`config.mk`:
```
export PLATFORM = sky130hd
export DESIGN_NAME = bit_balance_and_run_check_flat
export DESIGN_NICKNAME = d
export VERILOG_FILES = /design/src/rtl/bbrc_pkg.sv /design/src/rtl/bbrc_if.sv /design/src/rtl/bbrc_scan.sv /design/src/rtl/bit_balance_and_run_check.sv /design/src/flat_wrapper.sv
export SDC_FILE = /design/constraint.sdc
export NUM_CORES = 1
export LEC_CHECK = 0
export ABC_CLOCK_PERIOD_IN_PS = 25200
export BUFFER_PORTS_ARGS = -buffer_cell sky130_fd_sc_hd__buf_2
export CAP_MARGIN = 20
export CORE_MARGIN = 5
export CORE_UTILIZATION = 25
export DETAILED_ROUTE_END_ITERATION = 16
export GPL_TIMING_DRIVEN = 0
export PLACE_DENSITY = 0.5
export RECOVER_POWER = 50
export SLEW_MARGIN = 20
export SYNTH_ARGS = -nofsm -noshare
export SYNTH_HDL_FRONTEND = slang
export SYNTH_SLANG_ARGS = --single-unit
```
`constraint.sdc`:
```
create_clock -name clk_i -period 25.2 [get_ports clk_i]
set_input_delay 2.52 -clock clk_i [delete_from_list [all_inputs] [get_ports clk_i]]
set_output_delay 2.52 -clock clk_i [all_outputs]
set_load 0.03 [all_outputs]
```
`src/rtl/bbrc_pkg.sv`:
```
// Shared types and constants for the bit balance and run check block.
// No dependencies; every other file in rtl/ imports this package.
package bbrc_pkg;

  localparam int unsigned BLOCK_BYTES = 32;
  localparam int unsigned IDX_W       = $clog2(BLOCK_BYTES);
  localparam int unsigned BYTE_W      = 8;
  localparam int unsigned CNT_W       = 9;   // ones count and run lengths
  localparam int unsigned RSLACK_W    = 9;
  localparam int unsigned BSLACK_W    = 8;
  localparam int unsigned CFG_W       = 9;   // widest register
  localparam int unsigned CFG_IDX_W   = 1;
  localparam int unsigned LIM_W       = 11;  // signed limits and compares

  localparam int RUN_BASE  = 29;
  localparam int HALF_BITS = 128;
  localparam int OVER_BAL  = 167 - 128;

  localparam logic [CFG_IDX_W-1:0] CFG_RUN_SLACK     = 1'b0;
  localparam logic [CFG_IDX_W-1:0] CFG_BALANCE_SLACK = 1'b1;

  typedef enum logic [2:0] {
    VERDICT_PASS      = 3'd0,
    VERDICT_TOO_MANY  = 3'd1,
    VERDICT_TOO_FEW   = 3'd2,
    VERDICT_ZERO_RUN  = 3'd3,
    VERDICT_ONE_RUN   = 3'd4
  } verdict_e;

  typedef struct packed {
    logic [CNT_W-1:0] ones;
    logic [CNT_W-1:0] zero_run;
    logic [CNT_W-1:0] one_run;
  } block_stats_t;

endpackage

```
`src/rtl/bbrc_if.sv`:
```
// Valid/ready channel interfaces for byte input and verdict output.
// Depends on bbrc_pkg.
interface bbrc_in_if import bbrc_pkg::*; ();
  logic              valid;
  logic              ready;
  logic [BYTE_W-1:0] byte_value;

  modport source (output valid, output byte_value, input ready);
  modport sink   (input valid, input byte_value, output ready);
endinterface

interface bbrc_out_if import bbrc_pkg::*; ();
  logic             valid;
  logic             ready;
  logic [2:0]       verdict;
  logic [CNT_W-1:0] ones_count;
  logic [CNT_W-1:0] longest_zero_run;
  logic [CNT_W-1:0] longest_one_run;

  modport source (output valid, output verdict, output ones_count,
                  output longest_zero_run, output longest_one_run, input ready);
  modport sink   (input valid, input verdict, input ones_count,
                  input longest_zero_run, input longest_one_run, output ready);
endinterface

```
`src/rtl/bbrc_scan.sv`:
```
// Block state and per-byte scan: ones count and run tracking, LSB first.
// Depends on bbrc_pkg.
module bbrc_scan import bbrc_pkg::*; (
  input  logic              clk_i,
  input  logic              rst_ni,
  input  logic              step_i,
  input  logic [BYTE_W-1:0] byte_i,
  output logic              last_o,
  output block_stats_t      stats_o
);

  logic [IDX_W-1:0] idx_q, idx_d;
  logic [CNT_W-1:0] ones_q, ones_d;
  logic [CNT_W-1:0] run_q, run_d;
  logic             bit_q, bit_d;
  logic [CNT_W-1:0] bz_q, bz_d;
  logic [CNT_W-1:0] bo_q, bo_d;

  assign last_o = (idx_q == IDX_W'(BLOCK_BYTES - 1));

  // Eight dependent bit steps on narrow values.
  always_comb begin : p_scan
    logic [CNT_W-1:0] ones, run, bz, bo;
    logic             cur;
    ones = ones_q;
    run  = run_q;
    cur  = bit_q;
    bz   = bz_q;
    bo   = bo_q;
    for (int b = 0; b < BYTE_W; b++) begin
      ones = ones + CNT_W'(byte_i[b]);
      if (run != '0 && byte_i[b] == cur) begin
        run = run + CNT_W'(1);
      end else begin
        if (run != '0) begin
          if (cur) begin
            if (run > bo) bo = run;
          end else begin
            if (run > bz) bz = run;
          end
        end
        cur = byte_i[b];
        run = CNT_W'(1);
      end
    end
    ones_d = ones;
    run_d  = run;
    bit_d  = cur;
    bz_d   = bz;
    bo_d   = bo;
    // close the open run for the block summary
    stats_o.ones     = ones;
    stats_o.zero_run = (!cur && run > bz) ? run : bz;
    stats_o.one_run  = (cur && run > bo) ? run : bo;
  end

  assign idx_d = idx_q + IDX_W'(1);

  always_ff @(posedge clk_i or negedge rst_ni) begin
    if (!rst_ni) begin
      idx_q  <= '0;
      ones_q <= '0;
      run_q  <= '0;
      bit_q  <= 1'b0;
      bz_q   <= '0;
      bo_q   <= '0;
    end else if (step_i) begin
      if (last_o) begin
        idx_q  <= '0;
        ones_q <= '0;
        run_q  <= '0;
        bit_q  <= 1'b0;
        bz_q   <= '0;
        bo_q   <= '0;
      end else begin
        idx_q  <= idx_d;
        ones_q <= ones_d;
        run_q  <= run_d;
        bit_q  <= bit_d;
        bz_q   <= bz_d;
        bo_q   <= bo_d;
      end
    end
  end

endmodule

```
`src/rtl/bit_balance_and_run_check.sv`:
```
// Randomness check over blocks of 32 bytes: counts the one bits and the longest
// zero and one runs (LSB first, carried across bytes), then gives one verdict per
// block. One byte is taken every cycle while the input does not stall; a byte
// waits in the input register, and the verdict is registered when the last byte
// of a block leaves it. Input stalls only when a finished block meets a verdict
// that the sink has not yet taken. Depends on bbrc_pkg, bbrc_if, bbrc_scan.
module bit_balance_and_run_check import bbrc_pkg::*; (
  input  logic                 clk_i,
  input  logic                 rst_ni,
  input  logic                 cfg_we_i,
  input  logic [CFG_IDX_W-1:0] cfg_idx_i,
  input  logic [CFG_W-1:0]     cfg_data_i,
  bbrc_in_if.sink              in_i,
  bbrc_out_if.source           out_o
);

  logic signed [RSLACK_W-1:0] run_slack_q;
  logic signed [BSLACK_W-1:0] bal_slack_q;

  logic              in_vld_q;
  logic [BYTE_W-1:0] in_byte_q;

  logic              res_vld_q;
  verdict_e          verdict_q, verdict_d;
  block_stats_t      stats_q, stats;

  logic last, out_free, fire;

  // Configuration registers
  always_ff @(posedge clk_i or negedge rst_ni) begin
    if (!rst_ni) begin
      run_slack_q <= '0;
      bal_slack_q <= '0;
    end else if (cfg_we_i) begin
      unique case (cfg_idx_i)
        CFG_RUN_SLACK:     run_slack_q <= cfg_data_i[RSLACK_W-1:0];
        CFG_BALANCE_SLACK: bal_slack_q <= cfg_data_i[BSLACK_W-1:0];
        default: ;
      endcase
    end
  end

  assign out_free = !res_vld_q || out_o.ready;
  assign fire     = in_vld_q && (!last || out_free);
  assign in_i.ready = !in_vld_q || fire;

  always_ff @(posedge clk_i or negedge rst_ni) begin
    if (!rst_ni) begin
      in_vld_q <= 1'b0;
    end else if (in_i.ready) begin
      in_vld_q <= in_i.valid;
    end
  end

  always_ff @(posedge clk_i) begin
    if (in_i.valid && in_i.ready) begin
      in_byte_q <= in_i.byte_value;
    end
  end

  bbrc_scan u_scan (
    .clk_i   (clk_i),
    .rst_ni  (rst_ni),
    .step_i  (fire),
    .byte_i  (in_byte_q),
    .last_o  (last),
    .stats_o (stats)
  );

  // Limits as signed values; a negative run limit fails every run, while a negative lower ones limit fails no count.
  logic signed [LIM_W-1:0] run_lim, hi_lim, lo_lim, ones_s, bz_s, bo_s;
  assign run_lim = LIM_W'(RUN_BASE) + LIM_W'(run_slack_q);
  assign hi_lim  = LIM_W'(HALF_BITS + OVER_BAL) + LIM_W'(bal_slack_q);
  assign lo_lim  = LIM_W'(HALF_BITS - OVER_BAL) - LIM_W'(bal_slack_q);
  assign ones_s  = signed'(LIM_W'(stats.ones));
  assign bz_s    = signed'(LIM_W'(stats.zero_run));
  assign bo_s    = signed'(LIM_W'(stats.one_run));

  always_comb begin
    if (ones_s > hi_lim) begin
      verdict_d = VERDICT_TOO_MANY;
    end else if (ones_s < lo_lim) begin
      verdict_d = VERDICT_TOO_FEW;
    end else if (bz_s > run_lim) begin
      verdict_d = VERDICT_ZERO_RUN;
    end else if (bo_s > run_lim) begin
      verdict_d = VERDICT_ONE_RUN;
    end else begin
      verdict_d = VERDICT_PASS;
    end
  end

  always_ff @(posedge clk_i or negedge rst_ni) begin
    if (!rst_ni) begin
      res_vld_q <= 1'b0;
    end else if (fire && last) begin
      res_vld_q <= 1'b1;
    end else if (out_o.ready) begin
      res_vld_q <= 1'b0;
    end
  end

  always_ff @(posedge clk_i) begin
    if (fire && last) begin
      verdict_q <= verdict_d;
      stats_q   <= stats;
    end
  end

  assign out_o.valid            = res_vld_q;
  assign out_o.verdict          = verdict_q;
  assign out_o.ones_count       = stats_q.ones;
  assign out_o.longest_zero_run = stats_q.zero_run;
  assign out_o.longest_one_run  = stats_q.one_run;

  // A block of 256 bits holds at most 256 ones.
  a_ones_range: assert property (@(posedge clk_i) disable iff (!rst_ni)
    res_vld_q |-> stats_q.ones <= CNT_W'(BLOCK_BYTES * BYTE_W))
    else $error("ones count out of range");

  // A block with no ones has no one run, and the reverse.
  a_ones_vs_run: assert property (@(posedge clk_i) disable iff (!rst_ni)
    res_vld_q |-> ((stats_q.ones == '0) == (stats_q.one_run == '0)))
    else $error("ones count disagrees with longest one run");

  // Every finished block holds at least one run.
  a_some_run: assert property (@(posedge clk_i) disable iff (!rst_ni)
    res_vld_q |-> (stats_q.zero_run != '0 || stats_q.one_run != '0))
    else $error("finished block without any run");

  // A byte held in the input register is not overwritten while it waits.
  a_in_hold: assert property (@(posedge clk_i) disable iff (!rst_ni)
    (in_vld_q && !fire) |=> (in_vld_q && $stable(in_byte_q)))
    else $error("waiting input byte lost");

endmodule

```
`src/flat_wrapper.sv`:
```
// flat-port wrapper written by rule: the top's interface ports become plain ports
module bit_balance_and_run_check_flat import bbrc_pkg::*;
  (clk_i, rst_ni, cfg_we_i, cfg_idx_i, cfg_data_i, in_i_valid, in_i_byte_value, in_i_ready, out_o_valid, out_o_verdict, out_o_ones_count, out_o_longest_zero_run, out_o_longest_one_run, out_o_ready);
  bbrc_in_if in_i_i ();
  bbrc_out_if out_o_i ();
  input  logic clk_i;
  input  logic rst_ni;
  input  logic cfg_we_i;
  input  logic [CFG_IDX_W-1:0] cfg_idx_i;
  input  logic [CFG_W-1:0] cfg_data_i;
  input wire logic [$bits(in_i_i.valid)-1:0] in_i_valid;
  input wire logic [$bits(in_i_i.byte_value)-1:0] in_i_byte_value;
  output wire logic [$bits(in_i_i.ready)-1:0] in_i_ready;
  output wire logic [$bits(out_o_i.valid)-1:0] out_o_valid;
  output wire logic [$bits(out_o_i.verdict)-1:0] out_o_verdict;
  output wire logic [$bits(out_o_i.ones_count)-1:0] out_o_ones_count;
  output wire logic [$bits(out_o_i.longest_zero_run)-1:0] out_o_longest_zero_run;
  output wire logic [$bits(out_o_i.longest_one_run)-1:0] out_o_longest_one_run;
  input wire logic [$bits(out_o_i.ready)-1:0] out_o_ready;
  assign in_i_i.valid = in_i_valid;
  assign in_i_i.byte_value = in_i_byte_value;
  assign in_i_ready = in_i_i.ready;
  assign out_o_valid = out_o_i.valid;
  assign out_o_verdict = out_o_i.verdict;
  assign out_o_ones_count = out_o_i.ones_count;
  assign out_o_longest_zero_run = out_o_i.longest_zero_run;
  assign out_o_longest_one_run = out_o_i.longest_one_run;
  assign out_o_i.ready = out_o_ready;
  bit_balance_and_run_check u_core (.clk_i(clk_i), .rst_ni(rst_ni), .cfg_we_i(cfg_we_i), .cfg_idx_i(cfg_idx_i), .cfg_data_i(cfg_data_i), .in_i(in_i_i), .out_o(out_o_i));
endmodule
```
==> impl_metrics.py, run 1 <==
metrics = {
    "min_path": {
        "min_from": "u_core.u_scan.ones_q[2]$_DFFE_PN0P_",
        "hold_path_class": "flip-flop to flip-flop",
    },
    "layout": {
        "register_area_um2": 2668,
        "area_growth_pct": 12.01,
        "layout.nets": 2034,
        "multi_input_area_um2": 11320,
        "n_antenna_cell": 0,
        "finalInstanceArea_um2": 16330,
        "drive_above_1_share_pct": 13.49,
        "fillers": 6225,
    },
    "logic_synthesis": {
        "synth_edf_count": 38,
        "yosysMostFrequentCell": "ha_1",
        "yosys_most_used_dff": "dfrtp_1",
        "yosysTopAreaCellShare_pct": 19.23,
        "syn-mean-instance-area_um2": 8.565,
        "syn_nets": 1954,
        "postSynth.asyncResetShare_pct": 61.62,
        "syn_inst": 1702,
        "yosys.area.top_type": "ha_1",
        "yosys_warnings": 0,
        "synth.distinct_cells": 111,
        "synthTopCellsByCount": "ha_1, nand2_1, inv_1",
        "ys_ff_latch": 99,
        "synth_area_leaders": "ha_1, dfrtp_1, edfxtp_1",
        "synth_area_um2": 14580,
        "synth_seq_area_share_pct": 18.30,
    },
    "drt": {
        "drt_iter0_drc": 941,
        "dr.pass1.iters": 5,
        "drt-total-wl_um": 49770,
        "vias": 13310,
        "antenna_left": 0,
        "wl_per_cell_um": 19.50,
        "drc": 0,
        "drt-vias-per-instance": 5.216,
    },
    "sta": {
        "setup-violations-final": 0,
        "maxSlewHeadroom_pct": -101.3,
        "skew_ns": 0.009301,
        "worstMarginPinSlew_ns": 3.020,
        "fin_crit_sh_pct": 94.35,
        "clock.fmax_mhz": 42.06,
        "timing.final.crit_period_ns": 23.78,
        "maxSlewViolCount": 55,
        "layout_setup_ws_ns": 1.423,
        "finalHoldViolations": 0,
        "fin_tns_setup_ns": 0,
    },
    "place": {
        "placed_area_um2": 15880,
        "gp_congestion": 0.9339,
        "pre_cts_ws_ns": -0.5106,
        "dpl.hpwl_um": 41510,
        "port_buffers": 54,
    },
    "die": {
        "rows": 88,
        "chipHeight_um": 251.5,
        "die_w_um": 251.5,
        "pin_count": 55,
        "start_util_pct": 25.27,
        "fp.dieArea_um2": 63240,
        "core_um2": 57700,
    },
    "run": {
        "cap_violations": 1,
    },
    "setup_path": {
        "critPathMaxStageDelay_ns": 0.52,
        "worstSetupPathType": "flip-flop to flip-flop",
        "crit_start": "u_core.u_scan.run_q[0]$_DFFE_PN0P_",
        "cp_data_arrival_time_ns": 23.87,
        "regToRegStartpoint": "u_core.u_scan.run_q[0]$_DFFE_PN0P_",
        "critical_path_peak_fanout": 10,
        "cp-start-kind": "flip-flop",
        "crit_required_ns": 25.30,
        "cp-end-kind": "flip-flop",
        "cpMaxStageDelayCell": "or4b_1",
        "crit_top_cell": "o21a_1",
    },
    "grt": {
        "grt_overflow": 0,
        "grt_max_degree": 55,
        "grt_pass1_wl_um": 76620,
        "groute.usage.overall_pct": 15.04,
        "grt_pass1_vias": 13040,
        "antenna_found_initial": 0,
    },
    "clock_network": {
        "cts_tree": "built",
        "clkTransAtPathRegs_ns": 0.08,
        "clock_sinks": 99,
        "h-tree-depth": 3,
        "clk_latency_ns": 0.36,
        "root_buffer": "clkbuf_16",
        "numCtsBuffers": 9,
        "cts_max_path_buffers": 2,
    },
    "outcome": {
        "status": "finished, violations left",
        "violations": "max-capacitance violations, max-slew violations",
    },
}
logic make-up (layout without fill, tap and decap cells):
| logic type | count (synthesis) | in the layout | synth area share, % |
|---|---|---|---|
| fa+ha+maj | 229 | 229 | 19.91 |
| flops | 99 | 99 | 18.30 |
| simple gates | 555 | 555 | 19.96 |
| xor+xnor | 99 | 99 | 6.514 |
| compound gates | 417 | 417 | 20.35 |
| mux | 135 | 135 | 10.21 |
| buf+inv | 168 | 253 | 4.763 |
critical path: cells and delay by family (launching register included):
family	cells	cell delay, ns
DFF	1	0.45
AOI/OAI and AO/OA	70	10.50
buffers and inverters	13	3.01
adders and majority gates	10	2.77
muxes	6	2.26
and+or+nand+nor	32	4.40
flip-flops by register name, indices dropped and copies added, names as in the netlist:
register                       cells
u_core.u_scan.run_q                9
u_core.out_o.longest_one_run       9
u_core.run_slack_q                 9
u_core.u_scan.bo_q                 9
u_core.bal_slack_q                 8
u_core.in_byte_q                   8
u_core.out_o.longest_zero_run      9
u_core.in_vld_q                    1
u_core.u_scan.bit_q                1
u_core.out_o.ones_count            9
u_core.u_scan.bz_q                 9
u_core.u_scan.idx_q                5
u_core.out_o.valid                 1
u_core.out_o.verdict               3
u_core.u_scan.ones_q               9
area by class of cell:
type / instances / area share, %
inverters: 114 / 2.621
repair buffers: 70 / 2.337
flip-flops and latches: 99 / 16.34
plain buffers: 53 / 1.693
well taps: 765 / 5.862
clock buffers: 9 / 1.379
clock inverters: 7 / 0.4368
multi-input cells: 1435 / 69.33
routing by layer:
layer,part of all wire [%],global-route usage (%),vias up
li1,-,-,6430
met1,46,20.92,6461
met2,47,25.51,356
met3,4.4,1.237,63
met4,2.2,3.415,0
met5,0,0,-
per-stage QoR:
step	utilization [%]	hold slack, ns	std cells
2_1_floorplan	-	0.4453	1702
3_3_place_gp	27.39	0.4601	2521
3_5_place_dp	27.53	0.4794	2524
4_1_cts	28.06	0.4996	2540
5_1_grt	28.30	0.5048	2552
6_report	28.30	0.4939	2552
path summary, 6_finish.rpt:
check,end,slack (ns),cells past startpoint
max in group asynchronous,u_core.u_scan.run_q[5]$_DFFE_PN0P_,19.88,2
min in group asynchronous,u_core.bal_slack_q[3]$_DFFE_PN0P_,2.09,1
worst min register to register,u_core.u_scan.ones_q[2]$_DFFE_PN0P_,0.49,2
worst max register to register,u_core.out_o.verdict[2]$_SDFFCE_PP0P_,1.42,131
worst max-delay path,u_core.out_o.verdict[2]$_SDFFCE_PP0P_,1.42,131
worst min-delay path,u_core.u_scan.ones_q[2]$_DFFE_PN0P_,0.49,2
cells in the final DEF (no fill, tap or decap), types with 12 or more instances in the layout:
master      n
a21o_1     19
a21oi_1    63
and2_1     20
and3_1     13
buf_2      46
buf_4      19
clkbuf_1   43
dfrtp_1    61
edfxtp_1   38
ha_1      224
inv_1     113
mux2_2     63
mux2i_1    63
nand2_1   149
nand2b_1   37
nand3_1    51
nand4_1    33
nor2_1     96
nor2b_1    46
nor3_1     33
nor4_1     12
o21a_1     74
o21ai_0    93
o21ai_1    16
xnor2_1    63
xor2_1     29
timing repair:
item,CTS,global route
pin swaps,0,3
setup endpoints to repair,3,3
resized for setup,3,33
setup buffers,0,13
hold buffers,0,0
Power of run 1 is left out: the tool's default activity adds up to more than one toggle a clock period on the data nets, which glitch-free logic cannot reach.
==> inputs of run 2 (changes only) <==
--- a/config.mk
+++ b/config.mk
@@ -12,8 +12,10 @@
 export CORE_UTILIZATION = 25
 export DETAILED_ROUTE_END_ITERATION = 16
 export GPL_TIMING_DRIVEN = 0
+export MAX_ROUTING_LAYER = met4
 export PLACE_DENSITY = 0.5
 export RECOVER_POWER = 50
+export SETUP_SLACK_MARGIN = 0.3
 export SLEW_MARGIN = 20
 export SYNTH_ARGS = -nofsm -noshare
 export SYNTH_HDL_FRONTEND = slang
==> run 2 against run 1 <==
  * The run still ends with max-capacitance violations, max-slew violations left
  * Register-to-register slack better by 0.30 ns
  * Highest routed layer unchanged
  * Core utilization hardly changed
  * Via count decreased by 0.38%
  * Routed wire length up 0.16%
  * Sequential share of layout area hardly changed
  * Clock skew increased by 0.0066 ns
  * Cell area grew 0.13%
  * Critical path type unchanged
  * First-iteration DRC count shrank 1.8%
  * Largest cell class unchanged
==> impl_metrics.py, run 2 (synthesis results as in run 1) <==
metrics = {
    "outcome": {
        "status": "finished, violations left",
        "violations": "max-capacitance violations, max-slew violations",
    },
    "sta": {
        "maxSlewViolCount": 55,
        "worstMarginPinSlew_ns": 3.017,
        "layout_setup_ws_ns": 1.722,
        "fin_crit_sh_pct": 93.17,
        "skew_ns": 0.01595,
        "clock.fmax_mhz": 42.59,
        "timing.final.crit_period_ns": 23.48,
        "rsz0062_at_grt": "false",
        "finalHoldViolations": 0,
        "fin_tns_setup_ns": 0,
        "setup-violations-final": 0,
        "maxSlewHeadroom_pct": -101.1,
    },
    "drt": {
        "vias": 13260,
        "wl_per_cell_um": 19.52,
        "dr.pass1.iters": 7,
        "drt_iter0_drc": 924,
        "drt-total-wl_um": 49850,
        "drt-vias-per-instance": 5.192,
        "antenna_left": 0,
        "drc": 0,
    },
    "layout": {
        "layout.nets": 2036,
        "area_growth_pct": 12.15,
        "n_antenna_cell": 0,
        "layout_common_cells": "ha_1, nand2_1, inv_1",
        "fillers": 6274,
        "fin_util_pct": 28.34,
        "final_common_cell": "ha_1",
        "drive_above_1_share_pct": 13.53,
    },
    "place": {
        "gp_congestion": 0.9440,
        "dpl.hpwl_um": 41470,
        "port_buffers": 54,
        "pre_cts_ws_ns": 0.09718,
    },
    "grt": {
        "antenna_found_initial": 0,
        "use_met3_pct": 1.216,
        "grt_max_degree": 55,
        "grt_overflow": 0,
        "grt_pass1_vias": 13110,
        "grt_pass1_wl_um": 76710,
        "grtUsageMet2_pct": 25.22,
        "use_met1_pct": 20.90,
        "grt_busiest_layer": "met2",
        "groute.usage.overall_pct": 15.44,
    },
    "die": {
        "pin_count": 55,
        "rows": 88,
        "core_um2": 57700,
        "chipHeight_um": 251.5,
        "fp.dieArea_um2": 63240,
        "start_util_pct": 25.27,
        "die_w_um": 251.5,
    },
    "setup_path": {
        "cp_data_arrival_time_ns": 23.58,
        "worstSetupPathType": "flip-flop to flip-flop",
        "cp-start-kind": "flip-flop",
        "cpMaxStageDelayCell": "or4b_1",
        "crit_required_ns": 25.30,
        "critical_path_peak_fanout": 10,
        "critPathMaxStageDelay_ns": 0.53,
        "crit_top_cell": "o21a_1",
        "cp-end-kind": "flip-flop",
        "critPathBufInv": 10,
        "path_delay_family": "compound AO/OA/AOI/OAI gates",
    },
    "clock_network": {
        "root_buffer": "clkbuf_16",
        "cts_tree": "built",
        "clk_latency_ns": 0.36,
        "h-tree-depth": 3,
        "numCtsBuffers": 9,
        "clock_sinks": 99,
        "clkTransAtPathRegs_ns": 0.08,
        "cts_max_path_buffers": 2,
    },
    "run": {
        "cap_violations": 1,
    },
    "min_path": {
        "hold_path_class": "flip-flop to flip-flop",
    },
}
==> run 2: changes by cell type in the layout (fill, tap and decap cells not counted), moves of 2 or more <==
cell	before	now
mux2i_1	63	61
inv_6	0	2
a22oi_1	6	8
clkinv_2	0	2
clkinv_4	2	0
a22oi_2	4	2
clkinvlp_4	2	0
==> run 2: worst paths after layout <==
check | start | to | slack [ns] | depth (start not counted)
min in group asynchronous | rst_ni | u_core.bal_slack_q[3]$_DFFE_PN0P_ | 2.09 | 1
max | u_core.u_scan.run_q[0]$_DFFE_PN0P_ | u_core.out_o.verdict[2]$_SDFFCE_PP0P_ | 1.72 | 129
max in group asynchronous | rst_ni | u_core.u_scan.bo_q[8]$_DFFE_PN0P_ | 19.88 | 2
min | u_core.u_scan.ones_q[2]$_DFFE_PN0P_ | u_core.u_scan.ones_q[2]$_DFFE_PN0P_ | 0.49 | 2
min reg2reg | u_core.u_scan.ones_q[2]$_DFFE_PN0P_ | u_core.u_scan.ones_q[2]$_DFFE_PN0P_ | 0.49 | 2
max reg2reg | u_core.u_scan.run_q[0]$_DFFE_PN0P_ | u_core.out_o.verdict[2]$_SDFFCE_PP0P_ | 1.72 | 129
==> run 2: worst reg2reg max path, delay by kind of cell (launching register included) <==
family / cells / cell delay [ns]
simple gates: 33 / 4.33
buf+inv: 10 / 2.30
fa+ha+maj: 10 / 2.89
flops: 1 / 0.44
compound gates: 70 / 11.01
mux: 6 / 2.21
==> run 2: timing repair <==
item                       4_1_cts  5_1_grt
setup buffers                    0       14
resized for setup                1       43
pin swaps                        0        4
hold buffers                     0        0
setup endpoints to repair        3        4
==> run 2: routing by layer <==
metal  up-vias  part of all wire, %
met5         -                    0
met4         0                  2.5
met3        65                  3.9
met2       341                   47
met1      6427                   47
li1       6427                    -
==> run 2: layout make-up <==
class                           count  area, µm²  share of cell area [%]
Clock buffer                       10      229.0                   1.400
Buffer                             54      286.5                   1.753
Multi-Input combinational cell   1435      11330                   69.33
Inverter                          114      427.9                   2.617
Clock inverter                      6      45.04                  0.2755
Timing Repair Buffer               71      401.6                   2.457
Sequential cell                    99       2668                   16.32
Tap cell                          765      957.2                   5.854
==> run 2: per-stage QoR <==
step / hold slack (ns) / instances / instance area (µm²)
final: 0.4938 / 2554 / 16350
after global routing: 0.5335 / 2554 / 16350
after CTS: 0.5033 / 2540 / 16160
after detailed placement: 0.4873 / 2524 / 15880
after global placement: 0.4594 / 2521 / 15810
after floorplan: 0.4453 / 1702 / 14580
Power of run 2 is left out for the same reason.
